==> config.mk <==
export PLATFORM = sky130hd
export DESIGN_NAME = sorted_table_insert_search_flat
export DESIGN_NICKNAME = d
export VERILOG_FILES = /design/src/stsi_pkg.sv /design/src/stsi_req_if.sv /design/src/stsi_rsp_if.sv /design/src/stsi_datapath.sv /design/src/stsi_ctrl.sv /design/src/sorted_table_insert_search.sv /design/src/flat_wrapper.sv
export SDC_FILE = /design/constraint.sdc
export NUM_CORES = 1
export LEC_CHECK = 0
export CAP_MARGIN = 0
export CORE_ASPECT_RATIO = 0.6
export CORE_MARGIN = 3
export CORE_UTILIZATION = 60
export DETAILED_ROUTE_END_ITERATION = 10
export DONT_BUFFER_PORTS = 1
export GPL_ROUTABILITY_DRIVEN = 0
export PLACE_DENSITY = 0.76
export SETUP_SLACK_MARGIN = 0.02
export SLEW_MARGIN = 20
export SYNTH_ARGS = -nofsm -noshare
export SYNTH_HDL_FRONTEND = slang
export SYNTH_HIERARCHICAL = 1
export SYNTH_SLANG_ARGS = --single-unit
==> constraint.sdc <==
create_clock -name clk -period 10.88 [get_ports clk]
set_clock_uncertainty 0.1 [all_clocks]
set_input_delay 1.632 -clock clk [delete_from_list [all_inputs] [get_ports clk]]
set_output_delay 1.632 -clock clk [all_outputs]
set_load 0.01 [all_outputs]
==> src/stsi_pkg.sv <==
// ----------------------------------------------------------------------------
// stsi_pkg
// Shared sizes and controller-to-datapath command type for the sorted table.
// ----------------------------------------------------------------------------
package stsi_pkg;

	// Table size and field widths
	localparam int DEPTH  = 16;
	localparam int DATA_W = 32;
	localparam int POS_W  = 5;
	localparam int CNT_W  = $clog2(DEPTH + 1);
	// Width of the 1-based position before it is cut to the result field
	localparam int PSUM_W = (CNT_W + 1 > POS_W) ? CNT_W + 1 : POS_W;

	// Request modes
	localparam logic MODE_INSERT = 1'b0;
	localparam logic MODE_SEARCH = 1'b1;

	// Commands from the controller to the datapath
	typedef struct packed {
		logic load;  // capture the incoming request
		logic exec;  // compare, update the table, register the result
	} stsi_cmd_t;

endpackage

==> src/stsi_req_if.sv <==
// ----------------------------------------------------------------------------
// stsi_req_if
// Request channel: valid/ready handshake carrying mode and value.
// ----------------------------------------------------------------------------
interface stsi_req_if;
	import stsi_pkg::*;

	logic                      valid;
	logic                      ready;
	logic                      mode;
	logic signed [DATA_W-1:0]  value;

	modport source (output valid, output mode, output value, input ready);
	modport sink   (input valid, input mode, input value, output ready);
endinterface

==> src/stsi_rsp_if.sv <==
// ----------------------------------------------------------------------------
// stsi_rsp_if
// Response channel: valid/ready handshake carrying position, found, accepted.
// ----------------------------------------------------------------------------
interface stsi_rsp_if;
	import stsi_pkg::*;

	logic             valid;
	logic             ready;
	logic [POS_W-1:0] position;
	logic             found;
	logic             accepted;

	modport source (output valid, output position, output found, output accepted, input ready);
	modport sink   (input valid, input position, input found, input accepted, output ready);
endinterface

==> src/stsi_datapath.sv <==
// ----------------------------------------------------------------------------
// stsi_datapath
// Row of compare-and-shift cells holding the sorted values, the fill count,
// the captured request and the response register.
// ----------------------------------------------------------------------------
module stsi_datapath (
	input  logic                              clk,
	input  logic                              arst_n,
	input  stsi_pkg::stsi_cmd_t               cmd,
	input  logic                              in_mode,
	input  logic signed [stsi_pkg::DATA_W-1:0] in_value,
	output logic [stsi_pkg::POS_W-1:0]        position,
	output logic                              found,
	output logic                              accepted
);
	import stsi_pkg::*;

	logic signed [DATA_W-1:0] entries_q [DEPTH];
	logic [CNT_W-1:0]         count_q;
	logic                     mode_q;
	logic signed [DATA_W-1:0] value_q;
	logic [POS_W-1:0]         pos_q;
	logic                     found_q;
	logic                     accepted_q;

	logic [DEPTH-1:0] lt;
	logic [DEPTH-1:0] hit;
	logic [CNT_W-1:0] idx;
	logic [CNT_W-1:0] sel_idx;
	logic             hit_any;
	logic             full;
	logic             do_ins;

	// Per-cell compares against the captured value
	always_comb begin
		for (int i = 0; i < DEPTH; i++) begin
			lt[i]  = (CNT_W'(i) < count_q) && (entries_q[i] < value_q);
			hit[i] = (CNT_W'(i) < count_q) &&
			         ((mode_q == MODE_SEARCH) ? (entries_q[i] == value_q) : !lt[i]);
		end
	end

	// First hit; falls back to the count (append or not found)
	always_comb begin
		idx     = count_q;
		hit_any = 1'b0;
		for (int i = DEPTH - 1; i >= 0; i--) begin
			if (hit[i]) begin
				idx     = CNT_W'(i);
				hit_any = 1'b1;
			end
		end
	end

	assign full    = (count_q == CNT_W'(DEPTH));
	assign do_ins  = cmd.exec && (mode_q == MODE_INSERT) && !full;
	assign sel_idx = ((mode_q == MODE_INSERT) && full) ? count_q : idx;

	// Request capture
	always_ff @(posedge clk) begin
		if (cmd.load) begin
			mode_q  <= in_mode;
			value_q <= in_value;
		end
	end

	// Cell 0: takes the new value when it lands at the head
	always_ff @(posedge clk) begin
		if (do_ins && idx == '0)
			entries_q[0] <= value_q;
	end

	// Remaining cells: take the new value or shift up from the neighbor below
	for (genvar g = 1; g < DEPTH; g++) begin : g_cell
		always_ff @(posedge clk) begin
			if (do_ins) begin
				if (CNT_W'(g) == idx)
					entries_q[g] <= value_q;
				else if (CNT_W'(g) > idx && CNT_W'(g) <= count_q)
					entries_q[g] <= entries_q[g-1];
			end
		end
	end

	// Fill count
	always_ff @(posedge clk or negedge arst_n) begin
		if (!arst_n) begin
			count_q <= '0;
		end else if (do_ins) begin
			count_q <= count_q + CNT_W'(1);
		end
	end

	// Response register
	always_ff @(posedge clk) begin
		if (cmd.exec) begin
			pos_q      <= POS_W'(PSUM_W'(sel_idx) + PSUM_W'(1));
			found_q    <= (mode_q == MODE_SEARCH) && hit_any;
			accepted_q <= (mode_q == MODE_INSERT) && !full;
		end
	end

	assign position = pos_q;
	assign found    = found_q;
	assign accepted = accepted_q;

endmodule

==> src/stsi_ctrl.sv <==
// ----------------------------------------------------------------------------
// stsi_ctrl
// Two-state controller: take a request, then run it once the response
// register is free. Owns the response valid flag.
// ----------------------------------------------------------------------------
module stsi_ctrl (
	input  logic                clk,
	input  logic                arst_n,
	input  logic                in_valid,
	output logic                in_ready,
	output logic                out_valid,
	input  logic                out_ready,
	output stsi_pkg::stsi_cmd_t cmd
);
	import stsi_pkg::*;

	typedef enum logic {
		ST_IDLE,
		ST_EXEC
	} state_t;

	state_t state_q;
	logic   out_valid_q;
	logic   slot_free;

	assign slot_free = !out_valid_q || out_ready;
	assign in_ready  = (state_q == ST_IDLE);
	assign cmd.load  = in_valid && in_ready;
	assign cmd.exec  = (state_q == ST_EXEC) && slot_free;
	assign out_valid = out_valid_q;

	// State and response valid
	always_ff @(posedge clk or negedge arst_n) begin
		if (!arst_n) begin
			state_q     <= ST_IDLE;
			out_valid_q <= 1'b0;
		end else begin
			unique case (state_q)
				ST_IDLE: begin
					if (in_valid)
						state_q <= ST_EXEC;
				end
				ST_EXEC: begin
					if (slot_free)
						state_q <= ST_IDLE;
				end
				default: state_q <= ST_IDLE;
			endcase
			if (cmd.exec)
				out_valid_q <= 1'b1;
			else if (out_ready)
				out_valid_q <= 1'b0;
		end
	end

endmodule

==> src/sorted_table_insert_search.sv <==
// ----------------------------------------------------------------------------
// sorted_table_insert_search
// Sorted table of signed values with insert and search requests.
// ----------------------------------------------------------------------------
// Holds up to DEPTH (16) signed 32-bit values in ascending order in a row of
// compare-and-shift cells. An insert places the value ahead of the first
// stored value that is not smaller and reports its 1-based position; on a
// full table it is dropped with accepted low and position DEPTH+1. A search
// reports the 1-based position of the first equal value, or count+1 with
// found low. Each request is first captured and then executed: all cells
// compare in parallel, the table shifts and the response is registered;
// the response register lets the next request in while a response still
// waits to be taken. Positions wrap modulo 32.
module sorted_table_insert_search (
	input  logic         clk,
	input  logic         arst_n,
	stsi_req_if.sink     req,
	stsi_rsp_if.source   rsp
);
	import stsi_pkg::*;

	stsi_cmd_t cmd;

	stsi_ctrl u_ctrl (
		.clk       (clk),
		.arst_n    (arst_n),
		.in_valid  (req.valid),
		.in_ready  (req.ready),
		.out_valid (rsp.valid),
		.out_ready (rsp.ready),
		.cmd       (cmd)
	);

	stsi_datapath u_datapath (
		.clk      (clk),
		.arst_n   (arst_n),
		.cmd      (cmd),
		.in_mode  (req.mode),
		.in_value (req.value),
		.position (rsp.position),
		.found    (rsp.found),
		.accepted (rsp.accepted)
	);

endmodule

==> src/flat_wrapper.sv <==
// flat-port wrapper written by rule: the top's interface ports become plain ports
module sorted_table_insert_search_flat import stsi_pkg::*;
  (clk, arst_n, req_valid, req_mode, req_value, req_ready, rsp_valid, rsp_position, rsp_found, rsp_accepted, rsp_ready);
  stsi_req_if req_i ();
  stsi_rsp_if rsp_i ();
  input  logic clk;
  input  logic arst_n;
  input wire logic [$bits(req_i.valid)-1:0] req_valid;
  input wire logic [$bits(req_i.mode)-1:0] req_mode;
  input wire logic [$bits(req_i.value)-1:0] req_value;
  output wire logic [$bits(req_i.ready)-1:0] req_ready;
  output wire logic [$bits(rsp_i.valid)-1:0] rsp_valid;
  output wire logic [$bits(rsp_i.position)-1:0] rsp_position;
  output wire logic [$bits(rsp_i.found)-1:0] rsp_found;
  output wire logic [$bits(rsp_i.accepted)-1:0] rsp_accepted;
  input wire logic [$bits(rsp_i.ready)-1:0] rsp_ready;
  assign req_i.valid = req_valid;
  assign req_i.mode = req_mode;
  assign req_i.value = req_value;
  assign req_ready = req_i.ready;
  assign rsp_valid = rsp_i.valid;
  assign rsp_position = rsp_i.position;
  assign rsp_found = rsp_i.found;
  assign rsp_accepted = rsp_i.accepted;
  assign rsp_i.ready = rsp_ready;
  sorted_table_insert_search u_core (.clk(clk), .arst_n(arst_n), .req(req_i), .rsp(rsp_i));
endmodule
# After elaboration in Yosys (flattened, before gate mapping)
# Memory sizes are Yosys's and may differ from the RTL's.
# Index checks and enable logic that the tools add are counted.
dict set report totals {
  output_inout_bits 9
  n_memories 1
  regBits 47
  word_cells 374
  mem_bits_rw 512
}
# memory depth word_bits rd rd_clocked_by_memory_dff wr line_no
set mem_list {}
lappend mem_list {u_core.u_datapath.entries_q 16 32 16 0 16 stsi_datapath.sv:18} ;# logic signed [DATA_W-1:0] entries_q [DEPTH];
dict set report classes {
  n_mux 176
  n_reduce_logical 76
  n_lt_le_gt_ge 62
  eq_ne 32
  bitwise 17
  addsub 2
}
# cell n
set op_table {}
lappend op_table {{$eq 32x32->1} 16}
lappend op_table {{$lt 32x32->1} 16}
lappend op_table {{$mux 32} 15}
lappend op_table {{$mux 1} 143}
lappend op_table {{$mux 5} 17}
lappend op_table {{$logic_and 1x1->1} 55}
lappend op_table {{$eq 4x5->1 const A} 8}
lappend op_table {{$gt 4x5->1 const A} 8}
lappend op_table {{$le 4x5->1 const A} 8}
lappend op_table {{$lt 4x5->1 const A} 8}
lappend op_table {{$eq 3x5->1 const A} 4}
lappend op_table {{$gt 3x5->1 const A} 4}
lappend op_table {{$le 3x5->1 const A} 4}
lappend op_table {{$lt 3x5->1 const A} 4}
lappend op_table {{$logic_not 1->1} 18}
lappend op_table {{$or 1x1->1} 15}
lappend op_table {{$add 5x1->5 const B} 2}
lappend op_table {{$eq 2x5->1 const A} 2}
lappend op_table {{$gt 2x5->1 const A} 2}
lappend op_table {{$le 2x5->1 const A} 2}
lappend op_table {{$lt 1x5->1 const A} 2}
lappend op_table {{$lt 2x5->1 const A} 2}
lappend op_table {{$eq 1x5->1 const A} 1}
lappend op_table {{$eq 5x5->1 const B} 1}
lappend op_table {{other kinds (7)} 8}

# Depth between registers and ports, before layout
# Gate-level depths: netlist (run 1).
dict set report depth {
  word_depth 28
  depth_mapped 18
  ltp_nobuf 17
}

# Cells and area by module
# Netlist (run 1), hierarchy kept.
# mod cells_per_inst area_per_inst_um2 n_inst
set modules_own_cells {}
lappend modules_own_cells {stsi_datapath 2875 35315.1 1}
lappend modules_own_cells {stsi_ctrl 8 93.8 1}

# Worst setup path after synthesis (run 1)
# No wires, ideal clock.
dict set report synth_path {
  path_kind {register to register}
  start {register u_core.u_datapath.value_q[13]}
  end {memory u_core.u_datapath.entries_q[5][1], in the netlist u_core/u_datapath/entries_q[0][161] (data pin)}
  arrival_time_ns 6.540
  setup_time_ns 0.260
  path_buffers 1
  path_stages_with_launch 16
  setup_slack_ns 3.980
  required_ns 10.520
  synth_period_minus_slack_ns 6.900
  path_cell_list {edfxtp_1 -> inv_1 -> ha_1 -> a21oi_1 -> nor2_1 -> a211o_1 -> o311a_1 -> a211oi_1 -> nand3_1 -> o2111ai_1 -> a311oi_1 -> o211ai_1 -> nor3b_1 -> a21boi_2 -> buf_2 -> mux2_2}
}
# element line_no
set synth_rtl {}
lappend synth_rtl {{start, declared} stsi_datapath.sv:21} ;# logic signed [DATA_W-1:0] value_q;
lappend synth_rtl {{start signal, assigned} stsi_datapath.sv:63} ;# value_q <= in_value;
lappend synth_rtl {{end, declared} stsi_datapath.sv:18}

==> impl_metrics.env, run 1 <==
export IMPL_rsz0062_at_grt="no"
export IMPL_stdcell_count=3709
export IMPL_grt_pass1_wl_um=156000
export IMPL_fin_nets=3447
export IMPL_timing_fmax_mhz=140
export IMPL_synth_area_top_cells="edfxtp_1 47%, ha_1 18%, mux2_1 5.9%"
export IMPL_fin_area_sq_um=38200
export IMPL_async_reset_ff_frac=0.0125
export IMPL_ys_types=93
export IMPL_syn_nets=3436
export IMPL_setup_viol=0
export IMPL_vias=26100
export IMPL_status="finished clean"
export IMPL_critical_path_class="reg2reg"
export IMPL_hold_buffers=0
export IMPL_firstDrtPassIters=8
export IMPL_wire_per_inst_um=27.8
export IMPL_synthAdderAreaFrac=0.182
export IMPL_ir_drop_v=0.000161
export IMPL_synth_edf_count=552
export IMPL_drt_iter0_markers=4004
export IMPL_crit_fanout=33
export IMPL_drc=0
export IMPL_relSlewSlack=0.290
export IMPL_synth_largest_area_cell="edfxtp_1"
export IMPL_first_global_vias=25700
export IMPL_ys_seq_area_frac=0.473
export IMPL_areaGrowthSynthToFinish_pct=7.78
export IMPL_grt_max_degree=65
export IMPL_syn_area_sq_um=35400
export IMPL_clock_sinks=559
export IMPL_cts_tree="built"
export IMPL_postSynthAreaPerCell_sq_um=12.3
export IMPL_die_x_um=320
export IMPL_place_area_sq_um=36400
export IMPL_postRouteAntennaNets=0
export IMPL_power_density_nw_per_um2=182
export IMPL_min_path_type="reg2reg"
export IMPL_via_per_inst=7.04
export IMPL_antenna_found_initial=6
export IMPL_synthSimpleGateAreaFrac=0.0927
export IMPL_cp_end_kind="register"
export IMPL_tightest_slew_ps=1060
export IMPL_synth_top_family_by_area="adder cells"
export IMPL_htreeDepth=2
export IMPL_synthFlopType="edfxtp_1"
export IMPL_dieHeight_um=194
export IMPL_ys_ff_latch=559
export IMPL_portBuffers=0
export IMPL_syn_instance_count=2883
export IMPL_critPathArrivalTime_ps=7390
export IMPL_clk_latency_ps=630
export IMPL_report_final_slew_viol_count=0
export IMPL_synth_xor_area_frac=0.00198
export IMPL_final_layout_size_suffix_gt1_frac=0.118
export IMPL_dieArea_sq_um=62100
export IMPL_synth_top_area_share=0.468
export IMPL_dp_cells=3608
export IMPL_rows=68
export IMPL_cts_setup_buffers=0
export IMPL_cts_resized=0
export IMPL_finalHoldViolations=0
export IMPL_required_ps=11130
export IMPL_coreArea_sq_um=57900
export IMPL_io_pins=46
export IMPL_grt_usage=0.327
export IMPL_n_fill_cell=4158
export IMPL_fin_crit_ps=7140
export IMPL_synth_mux_area_frac=0.117
export IMPL_synth_compound_area_share=0.110
export IMPL_initial_core_util=0.611
export IMPL_yosys_warnings=6
export IMPL_cts_buffer_depth=3
export IMPL_clk_pin_slew_worst_paths_ps=60
export IMPL_cp_start_kind="register"
export IMPL_hold_ws_ps=461
export IMPL_drt_wl_total_um=103000
export IMPL_grt_overflow_total=0
export IMPL_cts_inserted_buffers=53
export IMPL_max_cap_violations=0
export IMPL_hpwl_um=75800
export IMPL_clockRootBuffer="clkbuf_16"
export IMPL_post_route_period_util=0.656
export IMPL_p_leak_uw=0.0144
export IMPL_setup_tns_ps=0
per-layer routing:
| metal | up-vias | global-route usage | share of wire |
|---|---|---|---|
| li1 | 11300 | - | - |
| met1 | 12800 | 0.491 | 0.43 |
| met2 | 1726 | 0.459 | 0.40 |
| met3 | 250 | 0.101 | 0.14 |
| met4 | 6 | 0.0824 | 0.027 |
| met5 | - | 0.00536 | 0.00033 |
cell type report:
type / count / area, sq um / share of cell area
clock inverter: 25 / 226 / 0.00593
multi-input combinational: 2141 / 18000 / 0.471
timing repair buffer: 63 / 493 / 0.0129
sequential: 559 / 16800 / 0.439
clock buffer: 73 / 1470 / 0.0386
tap: 770 / 963 / 0.0252
antenna: 2 / 5.00 / 0.000131
inverter: 76 / 285 / 0.00748
cell usage after synthesis, types with 47 or more instances:
master and instances:
edfxtp_1 552, ha_1 516, nand2_1 228, mux2_1 187, o21ai_0 169, mux2_2 138, a21oi_1 136, nor2_1 91
nand4_1 90, inv_1 73, clkbuf_1 65, nor3_1 56, nand3_1 54, a211oi_1 47
path summary, 6_finish.rpt:
kind | start | to | slack (ps) | cells after the start
worst max-delay path | u_core/u_datapath/value_q[28] | u_core/u_datapath/entries_q[1][234] | 3740 | 15
worst min-delay path | u_core/u_datapath/entries_q[0][225] | u_core/u_datapath/entries_q[1][1] | 460 | 2
worst max register to register | u_core/u_datapath/value_q[28] | u_core/u_datapath/entries_q[1][234] | 3740 | 15
worst min register to register | u_core/u_datapath/entries_q[0][225] | u_core/u_datapath/entries_q[1][1] | 460 | 2
max in group asynchronous | arst_n | u_core/u_datapath/count_q[4] | 9990 | 0
min in group asynchronous | arst_n | u_core/u_ctrl/out_valid | 600 | 0
flip-flops by register name (all words and copies together) (netlist names):
register / count
u_core/u_datapath/entries_q: 512
u_core/u_datapath/value_q: 32
u_core/u_datapath/count_q: 5
u_core/u_datapath/position: 5
u_core/u_ctrl/out_valid: 1
u_core/u_ctrl/state_q: 1
u_core/u_datapath/accepted: 1
u_core/u_datapath/found: 1
u_core/u_datapath/mode_q: 1
cell usage in the layout (no fill, tap or decap), drive strengths merged, types with 13 or more instances in the layout:
cell type and n:
a211o 14, a211oi 47, nor2b 13, nand3 54
nand2 228, nand2b 13, o21a 16, nor3 59
buf 63, a21oi 137, o2111ai 15, ha 516
nor4 29, nor2 93, mux2 355, o211ai 27
or3 17, inv 76, edfxtp 552, clkbuf 73
clkinv 19, a21o 37, nand4 90, o21ai 205
kinds of logic after synthesis:
group           Yosys count
simple gates            655
mux                     359
flops                   559
fa+ha+maj               516
buf+inv                 183
xor+xnor                  8
compound gates          603
through the flow:
step                utilization  setup slack (ps)  total power [uW]
finish                    0.659              3740              6960
global route              0.659              3390              7200
CTS                       0.658              4000              6850
detailed placement        0.629              4030              4990
global placement          0.629              4290              4890
floorplan                     -              3980              4260
critical path, cell delays in order, from the launching register on:
cell,delay (ps)
edfxtp_1,760
inv_1,610
ha_1,520
nand4_1,240
nor4_1,740
nand2_1,150
o21a_1,220
a31oi_1,130
nand2_1,260
nor3_1,530
nand3_1,470
nor2_4,390
nor3_2,90
buf_4,300
a21bo_2,910
mux2_1,400
where the power goes:
group | total [uW] | internal, uW | switching, uW
clock | 1880 | 1040 | 839
sequential | 2980 | 2760 | 222
combinational | 2100 | 728 | 1370
total | 6960 | 4530 | 2430
Note: power is estimated with default switching activity, not from simulation.
==> run 2: changes to the inputs <==
==> constraint.sdc (replaced) <==
create_clock -name clk -period 7.4 [get_ports clk]
set_clock_uncertainty 0.1 [all_clocks]
set_input_delay 1.11 -clock clk [delete_from_list [all_inputs] [get_ports clk]]
set_output_delay 1.11 -clock clk [all_outputs]
set_load 0.01 [all_outputs]
==> run 2 against run 1 <==
Largest cell class unchanged; sequential cell count unchanged; non-clock buffer count up 49; wire length down 3.4%; count of clock-buffer cells in the layout up 1; highest routed layer unchanged; utilization up 0.86 points; design area up 1.3%; largest power group unchanged; first-iteration DRC count down 12%; via count down 0.85%; worst setup slack worse by 3500 ps; critical path type unchanged; sequential power up 46%; final cell count up 1.3%; combinational power up 45%.
==> impl_metrics.env, run 2 (synthesis gave the netlist of run 1 again) <==
export IMPL_status="finished clean"
export IMPL_grt_usage=0.317
export IMPL_cts_buffer_depth=3
export IMPL_cts_inserted_buffers=53
export IMPL_setup_ws_ps=256
export IMPL_dieArea_sq_um=62100
export IMPL_htreeDepth=2
export IMPL_die_x_um=320
export IMPL_ir_drop_v=0.000255
export IMPL_relSlewSlack=0.262
export IMPL_first_global_vias=25800
export IMPL_final_layout_size_suffix_gt1_frac=0.136
export IMPL_drc=0
export IMPL_clk_latency_ps=620
export IMPL_min_path_type="in2async"
export IMPL_initial_core_util=0.611
export IMPL_cp_end_kind="register"
export IMPL_vias=25900
export IMPL_report_final_slew_viol_count=0
export IMPL_drt_wl_total_um=99600
export IMPL_via_per_inst=6.88
export IMPL_portBuffers=0
export IMPL_areaGrowthSynthToFinish_pct=9.19
export IMPL_timing_fmax_mhz=140
export IMPL_hpwl_um=76600
export IMPL_drt_iter0_markers=3543
export IMPL_cp_start_kind="register"
export IMPL_critPathArrivalTime_ps=7390
export IMPL_finalHoldViolations=0
export IMPL_setup_tns_ps=0
export IMPL_clk_pin_slew_worst_paths_ps=70
export IMPL_finish_utilization=0.667
export IMPL_clockRootBuffer="clkbuf_16"
export IMPL_n_antenna_cell=0
export IMPL_setup_viol=0
export IMPL_power_density_nw_per_um2=267
export IMPL_multi_input_area_sq_um=18000
export IMPL_dp_slack_ps=191
export IMPL_final_common_cell="edfxtp_1"
export IMPL_hold_buffers=0
export IMPL_r2r_start="u_core/u_datapath/value_q[27]"
export IMPL_grt_max_degree=64
export IMPL_finalPower_uw=10300
export IMPL_postRouteAntennaNets=0
export IMPL_fin_crit_ps=7140
export IMPL_required_ps=7650
export IMPL_post_route_period_util=0.965
export IMPL_n_fill_cell=4148
export IMPL_antenna_found_initial=4
export IMPL_cts_tree="built"
export IMPL_largest_reg_flops=512
export IMPL_max_cap_violations=0
export IMPL_largest_register="u_core/u_datapath/entries_q"
export IMPL_ff_latch_area_sq_um=16800
export IMPL_r2r_cells=16
export IMPL_coreArea_sq_um=57900
export IMPL_crit_fanout=28
export IMPL_wire_per_inst_um=26.5
export IMPL_critical_path_class="reg2reg"
export IMPL_layout_common_cells="552 x edfxtp_1, 516 x ha_1, 228 x nand2_1"
export IMPL_reg_top3="u_core/u_datapath/entries_q (512), u_core/u_datapath/value_q (32)"
export IMPL_p_leak_uw=0.0147
export IMPL_clock_sinks=559
export IMPL_firstDrtPassIters=6
export IMPL_tightest_slew_ps=1110
export IMPL_rows=68
export IMPL_r2r_end="u_core/u_datapath/entries_q[0][57]"
export IMPL_fin_nets=3496
export IMPL_io_pins=46
export IMPL_rsz0062_at_grt="no"
export IMPL_regToRegSetupSlack_ps=260
export IMPL_grt_pass1_wl_um=152000
export IMPL_grt_overflow_total=0
export IMPL_dieHeight_um=194
-- run 2: per-layer routing --
layer	wire, um	global-route usage	share of wire
met5	248	0.0261	0.0025
met4	2700	0.0805	0.027
met3	13200	0.0822	0.13
met2	40000	0.448	0.40
met1	43400	0.482	0.44
-- run 2: layout make-up --
class / instances / area share
clock buffers: 74 / 0.0390
clock inverters: 26 / 0.00851
inverters: 76 / 0.00738
multi-input cells: 2141 / 0.465
flip-flops and latches: 559 / 0.433
well taps: 770 / 0.0249
repair buffers: 112 / 0.0221
-- run 2: worst max-delay path by stage --
stage                             startpoint  slack (ps)                                   to
6_report       u_core/u_datapath/value_q[27]         260   u_core/u_datapath/entries_q[0][57]
5_1_grt        u_core/u_datapath/value_q[27]         190   u_core/u_datapath/entries_q[0][57]
4_1_cts         u_core/u_datapath/value_q[9]         110   u_core/u_datapath/entries_q[0][57]
3_5_place_dp    u_core/u_datapath/value_q[9]         190   u_core/u_datapath/entries_q[0][57]
3_3_place_gp    u_core/u_datapath/value_q[9]         280   u_core/u_datapath/entries_q[0][57]
2_1_floorplan  u_core/u_datapath/value_q[13]         500  u_core/u_datapath/entries_q[0][161]
-- run 2: timing repair --
action / CTS / global route
hold endpoints to repair: 0 / 0
endpoints found under the setup margin: 0 / 6
resized for setup: 0 / 0
setup buffers: 0 / 1
-- run 2: stage by stage --
step / cell area, sq um / hold WS [ps] / instances
2_1_floorplan: 35400 / 367 / 2883
3_3_place_gp: 36800 / 438 / 3657
3_5_place_dp: 36800 / 448 / 3657
4_1_cts: 38600 / 61.1 / 3757
5_1_grt: 38700 / 63.9 / 3758
6_report: 38700 / 88.4 / 3758
-- run 2: report_power, final --
group          switching, uW  internal [uW]  total, uW
registers                297           4050       4350
logic                   1950           1100       3050
clock network           1240           1700       2940
total                   3490           6850      10300
-- run 2: worst max-delay path, cell delays in order (launching register included) --
cell and delay [ps]:
edfxtp_1 870, inv_1 600, buf_4 370, ha_1 340
nand4_1 200, nor4_1 700, nand3b_1 190, o2111ai_1 170
mux2i_1 210, nand2_1 140, or3_1 330, o21ba_1 260
o21bai_4 320, nand2b_1 220, or4_2 1090, buf_4 380
mux2_4 300
